==> config.mk <==
export PLATFORM = sky130hd
export DESIGN_NAME = button_debounce_short_long_press_core_flat
export DESIGN_NICKNAME = d
export VERILOG_FILES = /design/src/hw/rtl/bdsl_pkg.sv /design/src/hw/rtl/bdsl_if.sv /design/src/hw/rtl/bdsl_qual.sv /design/src/hw/rtl/bdsl_out_buf.sv /design/src/hw/rtl/button_debounce_short_long_press_core.sv /design/src/flat_wrapper.sv
export SDC_FILE = /design/constraint.sdc
export NUM_CORES = 1
export LEC_CHECK = 0
export BUFFER_PORTS_ARGS = -buffer_cell sky130_fd_sc_hd__clkbuf_2
export CAP_MARGIN = 20
export CORE_MARGIN = 3
export CORE_UTILIZATION = 35
export DETAILED_ROUTE_END_ITERATION = 7
export SYNTH_ARGS = -nofsm -noshare
export SYNTH_HDL_FRONTEND = slang
export SYNTH_HIERARCHICAL = 1
export SYNTH_SLANG_ARGS = --single-unit
==> constraint.sdc <==
create_clock -name clk_i -period 2.3 [get_ports clk_i]
set_clock_uncertainty 0.15 [all_clocks]
set_input_delay 0.23 -clock clk_i [delete_from_list [all_inputs] [get_ports clk_i]]
set_output_delay 0.23 -clock clk_i [all_outputs]
set_load 0.02 [all_outputs]
==> src/hw/rtl/bdsl_pkg.sv <==
// Shared types and constants for the push-button short/long press qualifier.
`timescale 1ns / 1ps
`default_nettype none

package bdsl_pkg;

  // Payload widths.
  localparam int unsigned SampleWidth = 10;
  localparam int unsigned CountWidth  = 8;
  localparam int unsigned EventWidth  = 2;
  localparam int unsigned CfgIdxWidth = 2;
  localparam int unsigned CfgDataWidth = 10;

  // Request kinds.
  localparam logic REQ_TICK = 1'b0;
  localparam logic REQ_POLL = 1'b1;

  // Press event codes.
  localparam logic [EventWidth-1:0] EVT_NONE  = 2'd0;
  localparam logic [EventWidth-1:0] EVT_SHORT = 2'd1;
  localparam logic [EventWidth-1:0] EVT_LONG  = 2'd2;

  // Configuration register indexes.
  localparam logic [CfgIdxWidth-1:0] CFG_PRESS_THRESHOLD  = 2'd0;
  localparam logic [CfgIdxWidth-1:0] CFG_DEBOUNCE_TICKS   = 2'd1;
  localparam logic [CfgIdxWidth-1:0] CFG_LONG_PRESS_TICKS = 2'd2;

  // Configuration reset values.
  localparam logic [SampleWidth-1:0] PRESS_THRESHOLD_RST  = 10'd255;
  localparam logic [CountWidth-1:0]  DEBOUNCE_TICKS_RST   = 8'd5;
  localparam logic [CountWidth-1:0]  LONG_PRESS_TICKS_RST = 8'd100;

  // Value loaded into the hold counter when a press is confirmed.
  localparam logic [CountWidth-1:0] HOLD_RELOAD = 8'hff;

  // One result item as it travels from the qualifier to the output buffer.
  typedef struct packed {
    logic [EventWidth-1:0] press_event;
  } evt_t;

endpackage

`default_nettype wire

==> src/hw/rtl/bdsl_if.sv <==
// Valid/ready channel interfaces for button requests and press events.
`timescale 1ns / 1ps
`default_nettype none

interface bdsl_req_if;
  import bdsl_pkg::*;

  logic                   valid;
  logic                   ready;
  logic                   req_type;
  logic [SampleWidth-1:0] adc_sample;

  modport source (output valid, output req_type, output adc_sample, input ready);
  modport sink   (input valid, input req_type, input adc_sample, output ready);
endinterface

interface bdsl_evt_if;
  import bdsl_pkg::*;

  logic                  valid;
  logic                  ready;
  logic [EventWidth-1:0] press_event;

  modport source (output valid, output press_event, input ready);
  modport sink   (input valid, input press_event, output ready);
endinterface

`default_nettype wire

==> src/hw/rtl/bdsl_qual.sv <==
// Press qualifier: configuration registers, counters and the six-stage machine.
`timescale 1ns / 1ps
`default_nettype none

module bdsl_qual (
  input  wire logic                             clk_i,
  input  wire logic                             rst_ni,
  input  wire logic                             cfg_we_i,
  input  wire logic [bdsl_pkg::CfgIdxWidth-1:0] cfg_idx_i,
  input  wire logic [bdsl_pkg::CfgDataWidth-1:0] cfg_wdata_i,
  input  wire logic                             push_i,
  input  wire logic                             req_type_i,
  input  wire logic [bdsl_pkg::SampleWidth-1:0] adc_sample_i,
  output bdsl_pkg::evt_t                        evt_o
);
  import bdsl_pkg::*;

  // Stage codes.
  localparam logic [2:0] ST_IDLE    = 3'd0;
  localparam logic [2:0] ST_CONFIRM = 3'd1;
  localparam logic [2:0] ST_HELD    = 3'd2;
  localparam logic [2:0] ST_RELEASE = 3'd3;
  localparam logic [2:0] ST_LONG    = 3'd4;
  localparam logic [2:0] ST_WAIT    = 3'd5;

  logic [SampleWidth-1:0] threshold_q;
  logic [CountWidth-1:0]  deb_ticks_q;
  logic [CountWidth-1:0]  long_ticks_q;

  logic [2:0]            stage_q, stage_d;
  logic [CountWidth-1:0] deb_cnt_q, deb_cnt_d;
  logic [CountWidth-1:0] hold_cnt_q, hold_cnt_d;

  logic                  pressed;
  logic                  due;
  logic [CountWidth-1:0] limit;

  // Configuration writes; the user must write only while the block is idle, the block itself does not enforce it.
  always_ff @(posedge clk_i or negedge rst_ni) begin
    if (!rst_ni) begin
      threshold_q  <= PRESS_THRESHOLD_RST;
      deb_ticks_q  <= DEBOUNCE_TICKS_RST;
      long_ticks_q <= LONG_PRESS_TICKS_RST;
    end else if (cfg_we_i) begin
      unique case (cfg_idx_i)
        CFG_PRESS_THRESHOLD:  threshold_q  <= cfg_wdata_i;
        CFG_DEBOUNCE_TICKS:   deb_ticks_q  <= cfg_wdata_i[CountWidth-1:0];
        CFG_LONG_PRESS_TICKS: long_ticks_q <= cfg_wdata_i[CountWidth-1:0];
        default: ;
      endcase
    end
  end

  assign pressed = adc_sample_i < threshold_q;
  assign due     = deb_cnt_q == '0;
  assign limit   = HOLD_RELOAD - long_ticks_q;

  // Next state for one accepted request; ticks count down, polls step the machine.
  always_comb begin
    stage_d           = stage_q;
    deb_cnt_d         = deb_cnt_q;
    hold_cnt_d        = hold_cnt_q;
    evt_o.press_event = EVT_NONE;
    if (req_type_i == REQ_TICK) begin
      if (deb_cnt_q != '0) deb_cnt_d = deb_cnt_q - 1'b1;
      if (hold_cnt_q != '0) hold_cnt_d = hold_cnt_q - 1'b1;
    end else begin
      unique case (stage_q)
        ST_IDLE: begin
          if (due) begin
            deb_cnt_d = deb_ticks_q;
            if (pressed) stage_d = ST_CONFIRM;
          end
        end
        ST_CONFIRM: begin
          if (due) begin
            if (pressed) begin
              stage_d    = ST_HELD;
              hold_cnt_d = HOLD_RELOAD;
            end else begin
              stage_d = ST_IDLE;
            end
          end
        end
        ST_HELD: begin
          if (hold_cnt_q < limit) begin
            evt_o.press_event = EVT_LONG;
            stage_d           = ST_LONG;
          end else if (due) begin
            deb_cnt_d = deb_ticks_q;
            if (!pressed) stage_d = ST_RELEASE;
          end
        end
        ST_RELEASE: begin
          if (due && !pressed) begin
            stage_d           = ST_IDLE;
            evt_o.press_event = EVT_SHORT;
          end
        end
        ST_LONG: begin
          // The test here is on a held button, kept as the behavior defines it.
          if (due) begin
            deb_cnt_d = deb_ticks_q;
            if (pressed) stage_d = ST_WAIT;
          end
        end
        ST_WAIT: begin
          if (due && !pressed) stage_d = ST_IDLE;
        end
        default: stage_d = ST_IDLE;
      endcase
    end
  end

  // State update on each request transfer.
  always_ff @(posedge clk_i or negedge rst_ni) begin
    if (!rst_ni) begin
      stage_q    <= ST_IDLE;
      deb_cnt_q  <= '0;
      hold_cnt_q <= '0;
    end else if (push_i) begin
      stage_q    <= stage_d;
      deb_cnt_q  <= deb_cnt_d;
      hold_cnt_q <= hold_cnt_d;
    end
  end

endmodule

`default_nettype wire

==> src/hw/rtl/bdsl_out_buf.sv <==
// Two-entry output buffer that keeps the request side moving while the event sink stalls.
`timescale 1ns / 1ps
`default_nettype none

module bdsl_out_buf (
  input  wire logic          clk_i,
  input  wire logic          rst_ni,
  input  wire logic          push_i,
  input  wire bdsl_pkg::evt_t evt_i,
  output logic               ready_o,
  bdsl_evt_if.source         evt_o
);
  import bdsl_pkg::*;

  logic out_valid_q, out_valid_d;
  logic skid_valid_q, skid_valid_d;
  evt_t out_q, out_d;
  evt_t skid_q, skid_d;
  logic pop;

  assign ready_o = !skid_valid_q;
  assign pop     = out_valid_q && evt_o.ready;

  // The output slot refills from the skid entry first, so order is kept.
  always_comb begin
    out_valid_d  = out_valid_q;
    skid_valid_d = skid_valid_q;
    out_d        = out_q;
    skid_d       = skid_q;
    if (!out_valid_q || pop) begin
      if (skid_valid_q) begin
        out_d        = skid_q;
        out_valid_d  = 1'b1;
        skid_valid_d = push_i;
        skid_d       = evt_i;
      end else begin
        out_valid_d = push_i;
        out_d       = evt_i;
      end
    end else if (push_i) begin
      skid_valid_d = 1'b1;
      skid_d       = evt_i;
    end
  end

  always_ff @(posedge clk_i or negedge rst_ni) begin
    if (!rst_ni) begin
      out_valid_q  <= 1'b0;
      skid_valid_q <= 1'b0;
    end else begin
      out_valid_q  <= out_valid_d;
      skid_valid_q <= skid_valid_d;
    end
  end

  always_ff @(posedge clk_i) begin
    out_q  <= out_d;
    skid_q <= skid_d;
  end

  assign evt_o.valid       = out_valid_q;
  assign evt_o.press_event = out_q.press_event;

endmodule

`default_nettype wire

==> src/hw/rtl/button_debounce_short_long_press_core.sv <==
// Top level of the push-button debounce and short/long press qualifier.
//
// Requests arrive on req_i: req_type 0 is a timer tick that counts the debounce
// and hold counters down toward zero, req_type 1 is a poll that carries a 10-bit
// button sample (pressed when below the threshold) and steps the qualifier.
// Every request transfer yields exactly one event on evt_o: 0 none, 1 short press
// released, 2 long press detected.
// The qualifier updates its state in the cycle of the transfer and writes the
// event into the output register, or into the skid entry while that register is full.
// One request is taken every cycle while the skid entry is empty.
// When the event sink stalls, a second event is held in a skid entry and
// req_i.ready drops only once both entries are full.
// Configuration is written through cfg_we_i, cfg_idx_i and cfg_wdata_i while
// the block is idle; index 3 is ignored.
// Reset clears the stage and both counters, empties the output buffer and loads
// threshold 255, debounce period 5 and long press time 100.
`timescale 1ns / 1ps
`default_nettype none

module button_debounce_short_long_press_core (
  input  wire logic                              clk_i,
  input  wire logic                              rst_ni,
  input  wire logic                              cfg_we_i,
  input  wire logic [bdsl_pkg::CfgIdxWidth-1:0]  cfg_idx_i,
  input  wire logic [bdsl_pkg::CfgDataWidth-1:0] cfg_wdata_i,
  bdsl_req_if.sink                               req_i,
  bdsl_evt_if.source                             evt_o
);
  import bdsl_pkg::*;

  logic buf_ready;
  logic push;
  evt_t evt;

  assign req_i.ready = buf_ready;
  assign push        = req_i.valid && buf_ready;

  // Qualifier state machine and counters.
  bdsl_qual u_qual (
    .clk_i        (clk_i),
    .rst_ni       (rst_ni),
    .cfg_we_i     (cfg_we_i),
    .cfg_idx_i    (cfg_idx_i),
    .cfg_wdata_i  (cfg_wdata_i),
    .push_i       (push),
    .req_type_i   (req_i.req_type),
    .adc_sample_i (req_i.adc_sample),
    .evt_o        (evt)
  );

  // Event output register with skid entry.
  bdsl_out_buf u_out_buf (
    .clk_i   (clk_i),
    .rst_ni  (rst_ni),
    .push_i  (push),
    .evt_i   (evt),
    .ready_o (buf_ready),
    .evt_o   (evt_o)
  );

endmodule

`default_nettype wire

==> src/flat_wrapper.sv <==
// flat-port wrapper written by rule: the top's interface ports become plain ports
module button_debounce_short_long_press_core_flat import bdsl_pkg::*;
  (clk_i, rst_ni, cfg_we_i, cfg_idx_i, cfg_wdata_i, req_i_valid, req_i_req_type, req_i_adc_sample, req_i_ready, evt_o_valid, evt_o_press_event, evt_o_ready);
  bdsl_req_if req_i_i ();
  bdsl_evt_if evt_o_i ();
  input  wire logic clk_i;
  input  wire logic rst_ni;
  input  wire logic cfg_we_i;
  input  wire logic [bdsl_pkg::CfgIdxWidth-1:0] cfg_idx_i;
  input  wire logic [bdsl_pkg::CfgDataWidth-1:0] cfg_wdata_i;
  input wire logic [$bits(req_i_i.valid)-1:0] req_i_valid;
  input wire logic [$bits(req_i_i.req_type)-1:0] req_i_req_type;
  input wire logic [$bits(req_i_i.adc_sample)-1:0] req_i_adc_sample;
  output wire logic [$bits(req_i_i.ready)-1:0] req_i_ready;
  output wire logic [$bits(evt_o_i.valid)-1:0] evt_o_valid;
  output wire logic [$bits(evt_o_i.press_event)-1:0] evt_o_press_event;
  input wire logic [$bits(evt_o_i.ready)-1:0] evt_o_ready;
  assign req_i_i.valid = req_i_valid;
  assign req_i_i.req_type = req_i_req_type;
  assign req_i_i.adc_sample = req_i_adc_sample;
  assign req_i_ready = req_i_i.ready;
  assign evt_o_valid = evt_o_i.valid;
  assign evt_o_press_event = evt_o_i.press_event;
  assign evt_o_i.ready = evt_o_ready;
  button_debounce_short_long_press_core u_core (.clk_i(clk_i), .rst_ni(rst_ni), .cfg_we_i(cfg_we_i), .cfg_idx_i(cfg_idx_i), .cfg_wdata_i(cfg_wdata_i), .req_i(req_i_i), .evt_o(evt_o_i));
endmodule
Word level (Yosys, flattened, before mapping)
Index checks and enable logic that the tools add are counted.
- register bits after elaboration: 51
- input bits: 28
- $add $sub $neg: 3
- $lt $le $gt $ge: 2
- equal/unequal tests: 21
- muxes and demuxes: 33
- reductions and logical operators: 24
- operators with widths (cell ; count):
    $mux 8 ; 9
    $mux 3 ; 9
    $pmux 8 s2 ; 1
    $reduce_bool 8->1 ; 2
    $sub 8x1->8 const B ; 2
    $pmux 3 s5 ; 1
    $mux 2 ; 7
    $ne 2x2->1 const B ; 6
    $lt 10x10->1 ; 1
    $reduce_and 10->1 ; 1
    $ne 3x3->1 const B ; 3
    $logic_not 8->1 ; 1
    $lt 8x8->1 ; 1
    $ne 2x1->1 const B ; 4
    $reduce_and 2->1 ; 4
    $sub 8x8->8 const A ; 1
    $eq 3x2->1 const B ; 2
    $eq 3x3->1 const B ; 2
    $reduce_bool 2->1 ; 3
    $mux 1 ; 5
    $reduce_and 5->1 ; 1
    $pmux 2 s2 ; 1
    $reduce_and 4->1 ; 1
    $reduce_or 2->1 ; 2
    9 further kinds ; 13

Logic depth before layout (Yosys ltp)
Gate-level depths: netlist (run 1).
- depth after elaboration: 8
- depth in mapped cells: 9

By module
The synthesis (run 1) kept the hierarchy.
- modules (own cells, without submodules) (module ; times used ; cells an instance ; area an instance (um^2) ; seq. area each (um^2)):
    bdsl_qual ; 1 ; 265 ; 2662.6 ; 1142.3
    bdsl_out_buf ; 1 ; 14 ; 242.7 ; 170.2
    button_debounce_short_long_press_core ; 1 ; 1 ; 6.3 ; 0.0

Worst setup path after synthesis (run 1)
OpenSTA, ideal clock, no wires.
- path kind: register to register
- from: register u_core.u_qual.threshold_q[4]
- to: register u_core.u_out_buf.out_q (netlist bit u_core/u_out_buf/evt_o.press_event[0]) (data pin)
- library setup time: 260 ps
- arrival: 2053 ps
- data required time: 1890 ps
- path slack: -163 ps
- cell stages (with the launch flop): 9
- period minus slack after synthesis: 2463 ps
- cells stage by stage: dfstp_2 -> inv_1 -> ha_1 -> a21oi_2 -> a211oi_1 -> or3_4 -> or2_1 -> nor3b_1 -> mux2_2
- RTL lines (element ; line ; text):
    start, declared ; bdsl_qual.sv:26 ; logic [SampleWidth-1:0] threshold_q;
    start signal, assigned ; bdsl_qual.sv:46 ; CFG_PRESS_THRESHOLD: threshold_q <= cfg_wdata_i;
    end signal, assigned ; bdsl_out_buf.sv:57 ; out_q <= out_d;
    end, declared ; bdsl_out_buf.sv:17 ; evt_t out_q, out_d;

Final worst setup path (run 1)
- from: register u_core.u_qual.threshold_q[4]
- to: register u_core.u_qual.stage_q[0]
- word-level cells in the longest chain between the ends: 5
- ends and longest elaborated chain (element ; line ; text):
    $lt 10x10->1 * ; bdsl_qual.sv:54 ; assign pressed = adc_sample_i < threshold_q;
    $logic_not 1->1 ; bdsl_qual.sv:95, bdsl_qual.sv:108 ;
    $logic_and 1x1->1 ; bdsl_qual.sv:95, bdsl_qual.sv:108 ;
    $ne 2x1->1 (no line) ; -- ;
    $reduce_and 10->1 (no line) * ; -- ;
    end signal, assigned ; bdsl_qual.sv:122 ; stage_q <= stage_d;
    end, declared ; bdsl_qual.sv:30 ; logic [2:0] stage_q, stage_d;
Every way passes the cells marked *; elsewhere a longest branch is shown, timed or not.
A chain may end at the register's enable or synchronous reset.

==> flow_summary.json, run 1 <==
{
  "violations": "negative hold slack, negative setup slack",
  "antenna_found_initial": 0,
  "min_period_over_period": 1.07,
  "numCtsBuffers": 5,
  "cts_tree": "built",
  "synth_compound_area_frac": 0.183,
  "worstPathMaxFanout": 3,
  "clk_pin_slew_ns": 0.10,
  "synth_edf_count": 4,
  "final_util": 0.447,
  "hp-class": "input pin to flip-flop",
  "post_dp_cell_area_sq_um": 3310,
  "slowest_stage": "dfstp_2",
  "drtIter0Drc": 63,
  "drc_errors": 0,
  "port_buffers": 31,
  "post-place-cells": 422,
  "endpoint_kind": "flip-flop",
  "fin_area_sq_um": 3520,
  "num_rows": 32,
  "path_cells": "inv_2, ha_4, a21oi_2, a211oi_2, or3_4, buf_6, o211ai_1, o21ai_2, mux2_4",
  "syn_nets": 328,
  "peakVddDrop_mv": 0.339,
  "synthAdderAreaFrac": 0.0898,
  "core_region_area_sq_um": 7890,
  "cts.sink_count": 51,
  "muxShareOfSynthArea": 0.0894,
  "grt_first_pass_wirelength_mm": 11.1,
  "track_usage": 0.143,
  "power.leakage_nw": 1.52,
  "n_fill_cell": 769,
  "area_growth_pct": 21.1,
  "synthSimpleGateAreaFrac": 0.152,
  "dieWidth_um": 97.2,
  "finalHoldViolCount": 1,
  "max_freq_mhz": 404,
  "r2r_slack_ns": -0.17,
  "overflow": 0,
  "ys_types": 56,
  "via_per_inst": 5.26,
  "status": "finished, violations left",
  "root_buffer": "clkbuf_8",
  "rsz0062_at_grt": "true",
  "hold_ws_ns": -0.00218,
  "vias": 2285,
  "power_density_nw_per_um2": 872,
  "path_class": "flip-flop to flip-flop",
  "wl_per_cell_um": 14.9,
  "dr.pass1.iters": 4,
  "clk-insertion-delay-late_ns": 0.30,
  "drive_gt1_frac": 0.361,
  "synth_seq_cells": 51,
  "routed_wl_mm": 6.47,
  "fp.dieArea_sq_um": 9450,
  "multiInputGateArea_sq_um": 1610,
  "finalNonFillerCells": 434,
  "place_ws_ns": -0.173,
  "ys_seq_area_frac": 0.451,
  "path_delay_family": "compound AO/OA/AOI/OAI gates",
  "io_pins": 32,
  "cts_buffer_depth": 2,
  "antenna_cells": 0,
  "power_mw": 3.07,
  "synth_area_per_cell_sq_um": 10.4,
  "detail-route-antenna-nets": 0,
  "start_util": 0.369,
  "regArea_sq_um": 1310,
  "synth_xor_area_frac": 0,
  "die_y_um": 97.2,
  "synth_top_family_by_area": "compound AO/OA/AOI/OAI gates",
  "synth-async-reset-ratio": 0.922,
  "worstPathArrival_ns": 2.51,
  "worstPathRequired_ns": 2.34,
  "dp_hpwl_mm": 4.80,
  "worstMarginPinSlew_ns": 0.762,
  "setup_tns_ns": -0.652,
  "period_minus_slack_ns": 2.47,
  "worst_slack_ns": -0.172,
  "slew_violations": 0,
  "fin_nets": 379,
  "maxCapViolations": 0,
  "grt_pass1_vias": 2222,
  "slew_headroom": 0.490,
  "critPathLaunchType": "flip-flop",
  "critPathMaxStageDelay_ns": 0.53,
  "syn_inst": 280,
  "cts_max_level": 2,
  "path_buf_inv": 2,
  "synthesis.area_sq_um": 2910,
  "yosys_warnings": 6,
  "ys.flop_type": "dfrtp_1",
  "grt_max_degree": 48,
  "finalWeightedCongestion": 0.823,
  "setup-violations-final": 10
}
-- layer usage --
layer,up-vias,track usage,part of all wire
li1,1129,-,-
met1,1107,0.210,0.48
met2,44,0.220,0.46
met3,5,0.0215,0.042
met4,0,0.0356,0.0093
met5,-,0,0
-- path summary, 6_finish.rpt --
| check | startpoint | endpoint | cells past startpoint |
|---|---|---|---|
| max | u_core/u_qual/threshold_q[4] | u_core/u_qual/stage_q[0] | 9 |
| min | cfg_wdata_i[2] | u_core/u_qual/threshold_q[2] | 3 |
| max reg2reg | u_core/u_qual/threshold_q[4] | u_core/u_qual/stage_q[0] | 9 |
| min reg2reg | u_core/u_qual/long_ticks_q[0] | u_core/u_qual/long_ticks_q[0] | 1 |
| max in group asynchronous | rst_ni | u_core/u_qual/long_ticks_q[0] | 3 |
| min in group asynchronous | rst_ni | u_core/u_qual/deb_cnt_q[4] | 3 |
-- final cells by class --
class,count,area share
Inverter,21,0.0224
Multi-Input combinational cell,202,0.456
Clock inverter,2,0.00355
Tap cell,102,0.0362
Clock buffer,6,0.0206
Sequential cell,51,0.372
Timing Repair Buffer,50,0.0887
-- registers in the layout, indices dropped and copies added (netlist names) --
name	count
u_core/u_out_buf/skid_q	2
u_core/u_qual/deb_ticks_q	8
u_core/u_out_buf/evt_o.press_event	2
u_core/u_out_buf/skid_valid_q	1
u_core/u_qual/stage_q	3
u_core/u_out_buf/evt_o.valid	1
u_core/u_qual/hold_cnt_q	8
u_core/u_qual/deb_cnt_q	8
u_core/u_qual/threshold_q	10
u_core/u_qual/long_ticks_q	8
-- logic make-up after synthesis --
kind of cell,after synthesis
AO/OA/AOI/OAI,80
adder cells (fa/ha/maj),21
buffers and inverters,27
flip-flops,51
multiplexers,23
AND/OR/NAND/NOR,78
-- layout by cell type, fill, tap and decap left out, types with 2 or more instances in the layout --
cell           Yosys  final
clkbuf_8           0      5
nor2_1            14     14
o31ai_1            4      4
buf_6              0      2
edfxtp_1           4      4
nand2_2            3      3
nor3b_2            1      2
nor3_1             7      7
mux2i_1            2      2
nand3_1            4      3
ha_4               0      3
a22oi_1            5      4
dfstp_2           13     13
a21oi_1           22     19
clkbuf_2           0     31
dfrtp_1           34     34
mux2_2            19     19
and2_1             3      3
nand3b_1           4      4
a211oi_2           2      4
o21ai_0           17     17
dlygate4sd3_1      0      3
o211ai_1           3      3
nor2b_1            3      3
nand4_1            4      4
buf_4              0     14
nand2_1           19     19
inv_1             21     18
ha_1              20     17
inv_2              0      3
o22ai_2            1      2
a41oi_1            3      3
o21ai_1            8      7
nand2b_1           3      3
a21o_1             2      2
a21oi_2            2      4
-- timing repair --
item,CTS,global route
hold buffers,3,0
pin swaps,4,2
endpoints found under the hold margin,36,0
resized for setup,9,12
endpoints found under the setup margin,11,17
setup buffers,1,0
-- cell usage after synthesis, types with 2 or more instances --
library cell,count,area [sq um]
a21o_1,2,15.0
o21ai_1,8,40.0
nand2b_1,3,18.8
nand2_1,19,71.3
nand3_1,4,20.0
a211oi_1,2,15.0
dfrtp_1,34,851
or2_1,2,12.5
mux2i_1,2,20.0
nand2_2,3,18.8
ha_1,20,250
clkbuf_1,4,15.0
edfxtp_1,4,120
o211ai_1,3,22.5
mux2_2,19,214
o21ai_0,17,85.1
a41oi_1,3,26.3
inv_1,21,78.8
a211oi_2,2,25.0
nand4_1,4,25.0
nor3_1,7,35.0
nor2_1,14,52.6
dfstp_2,13,342
o31ai_1,4,30.0
a21oi_1,22,110
nor2b_1,3,18.8
a22oi_1,5,37.5
nor3b_1,2,15.0
a21oi_2,2,17.5
nand3b_1,4,30.0
and2_1,3,18.8
-- power by group --
part | total [mW] | switching (mW) | internal, mW | leakage [nW]
registers | 1.39 | 0.219 | 1.17 | 0.580
logic | 1.16 | 0.610 | 0.554 | 0.901
clock network | 0.517 | 0.304 | 0.214 | 0.0412
-- tightest hold or removal path, delay by kind of cell --
family,cells,cell delay (ns)
AOI/OAI and AO/OA,1,0.07
buffers and inverters,1,0.10
and+or+nand+nor,1,0.05
No activity file was read; power rests on OpenSTA's default activity.
==> run 2: changes to the inputs <==
- RECOVER_POWER: default -> 100
==> flow_summary.json, run 2 (same netlist as run 1, synthesis figures left out) <==
{
  "status": "finished, violations left",
  "violations": "negative hold slack, negative setup slack",
  "routed_wl_mm": 6.49,
  "core_region_area_sq_um": 7890,
  "power_density_nw_per_um2": 875,
  "dr.pass1.iters": 4,
  "largest_reg_flops": 10,
  "min_period_over_period": 1.08,
  "overflow": 0,
  "regArea_sq_um": 1310,
  "post_dp_cell_area_sq_um": 3310,
  "hold_ws_ns": -0.00220,
  "multiInputGateArea_sq_um": 1600,
  "cts_max_level": 2,
  "slew_violations": 0,
  "clk_pin_slew_ns": 0.10,
  "io_pins": 32,
  "worstPathMaxFanout": 3,
  "grt_pass1_vias": 2222,
  "setup-violations-final": 10,
  "period_minus_slack_ns": 2.47,
  "worstPathRequired_ns": 2.34,
  "dieWidth_um": 97.2,
  "drtIter0Drc": 78,
  "hold_start": "cfg_wdata_i[2]",
  "finalWeightedCongestion": 0.823,
  "grt_max_degree": 48,
  "layout_commonest_cell": "dfrtp_1",
  "vias": 2255,
  "num_rows": 32,
  "path_class": "flip-flop to flip-flop",
  "cts_buffer_depth": 2,
  "worstMarginPinSlew_ns": 1.38,
  "cts_tree": "built",
  "critPathLaunchType": "flip-flop",
  "final_cell_mix": "dfrtp_1, clkbuf_2, a21oi_1, nand2_1",
  "maxCapViolations": 0,
  "clk-insertion-delay-late_ns": 0.30,
  "rsz0062_at_grt": "true",
  "regMostFlops": "u_core/u_qual/threshold_q",
  "numCtsBuffers": 5,
  "dp_hpwl_mm": 4.80,
  "fp.dieArea_sq_um": 9450,
  "cts.sink_count": 51,
  "grt_first_pass_wirelength_mm": 11.1,
  "port_buffers": 31,
  "startpoint": "u_core/u_qual/threshold_q[4]",
  "endpoint_kind": "flip-flop",
  "worstPathArrival_ns": 2.51,
  "r2r_start": "u_core/u_qual/threshold_q[4]",
  "drive_gt1_frac": 0.331,
  "track_usage": 0.143,
  "worst_slack_ns": -0.175,
  "antenna_found_initial": 0,
  "peakVddDrop_mv": 0.338,
  "area_growth_pct": 20.1,
  "fin_nets": 379,
  "hp-class": "input pin to flip-flop",
  "power.leakage_nw": 1.49,
  "r2r_slack_ns": -0.17,
  "place_ws_ns": -0.173,
  "drc_errors": 0,
  "fin_area_sq_um": 3500,
  "via_per_inst": 5.20,
  "n_fill_cell": 775,
  "die_y_um": 97.2,
  "finalHoldViolCount": 1,
  "root_buffer": "clkbuf_8",
  "start_util": 0.369,
  "wl_per_cell_um": 14.9,
  "slew_headroom": 0.0755,
  "detail-route-antenna-nets": 0,
  "antenna_cells": 0,
  "max_freq_mhz": 404
}
==> run 2: cell types whose count changed in the layout (fill, tap and decap cells not counted), sizes merged <==
| cell | previous run | this run |
|---|---|---|
| buf | 16 | 13 |
| clkbuf | 37 | 40 |
==> run 2: per-stage QoR <==
stage / power, mW / utilization / setup TNS, ns / std cells
after global placement: 2.46 / 0.419 / -0.373 / 422
after global routing: 3.32 / 0.443 / -1.63 / 434
after CTS: 3.06 / 0.439 / -0.423 / 434
after floorplan: 2.13 / - / -0.0618 / 280
after detailed placement: 2.49 / 0.419 / -0.478 / 422
final: 3.06 / 0.443 / -0.660 / 434
==> run 2: final timing paths <==
path	endpoint	cells after the start
max in group asynchronous	u_core/u_qual/long_ticks_q[0]	3
max reg2reg	u_core/u_qual/stage_q[0]	9
min reg2reg	u_core/u_qual/long_ticks_q[0]	1
min	u_core/u_qual/threshold_q[2]	3
min in group asynchronous	u_core/u_qual/deb_cnt_q[4]	3
max	u_core/u_qual/stage_q[0]	9
==> run 2: repair_timing <==
action,CTS,global route
endpoints found under the hold margin,36,0
setup endpoints to repair,11,17
pin swaps,4,2
buffers inserted,1,0
gates resized for setup,9,12
hold buffers,3,0
==> run 2: critical path, cell delays in order, from the launching register on <==
cell	delay, ns
dfstp_2	0.54
inv_2	0.04
ha_4	0.22
a21oi_2	0.15
a211oi_2	0.08
or3_4	0.38
buf_6	0.13
o211ai_1	0.25
o21ai_2	0.13
mux2_4	0.30
==> run 2: cell type report <==
class | instances | area share
multi-input cells | 202 | 0.456
flip-flops and latches | 51 | 0.375
repair buffers | 50 | 0.0848
well taps | 102 | 0.0365
inverters | 21 | 0.0225
clock buffers | 6 | 0.0208
clock inverters | 2 | 0.00358
==> run 2: routing by layer <==
layer	up-vias	global-route usage	routed length, um
met2	41	0.220	3020
met4	0	0.0356	38
met5	-	0	0
met1	1088	0.210	3200
li1	1124	-	-
met3	2	0.0215	222
==> run 2: power breakdown <==
part	leakage [nW]	internal, mW	switching (mW)
registers	0.580	1.17	0.219
clock network	0.0412	0.214	0.304
logic	0.868	0.540	0.610
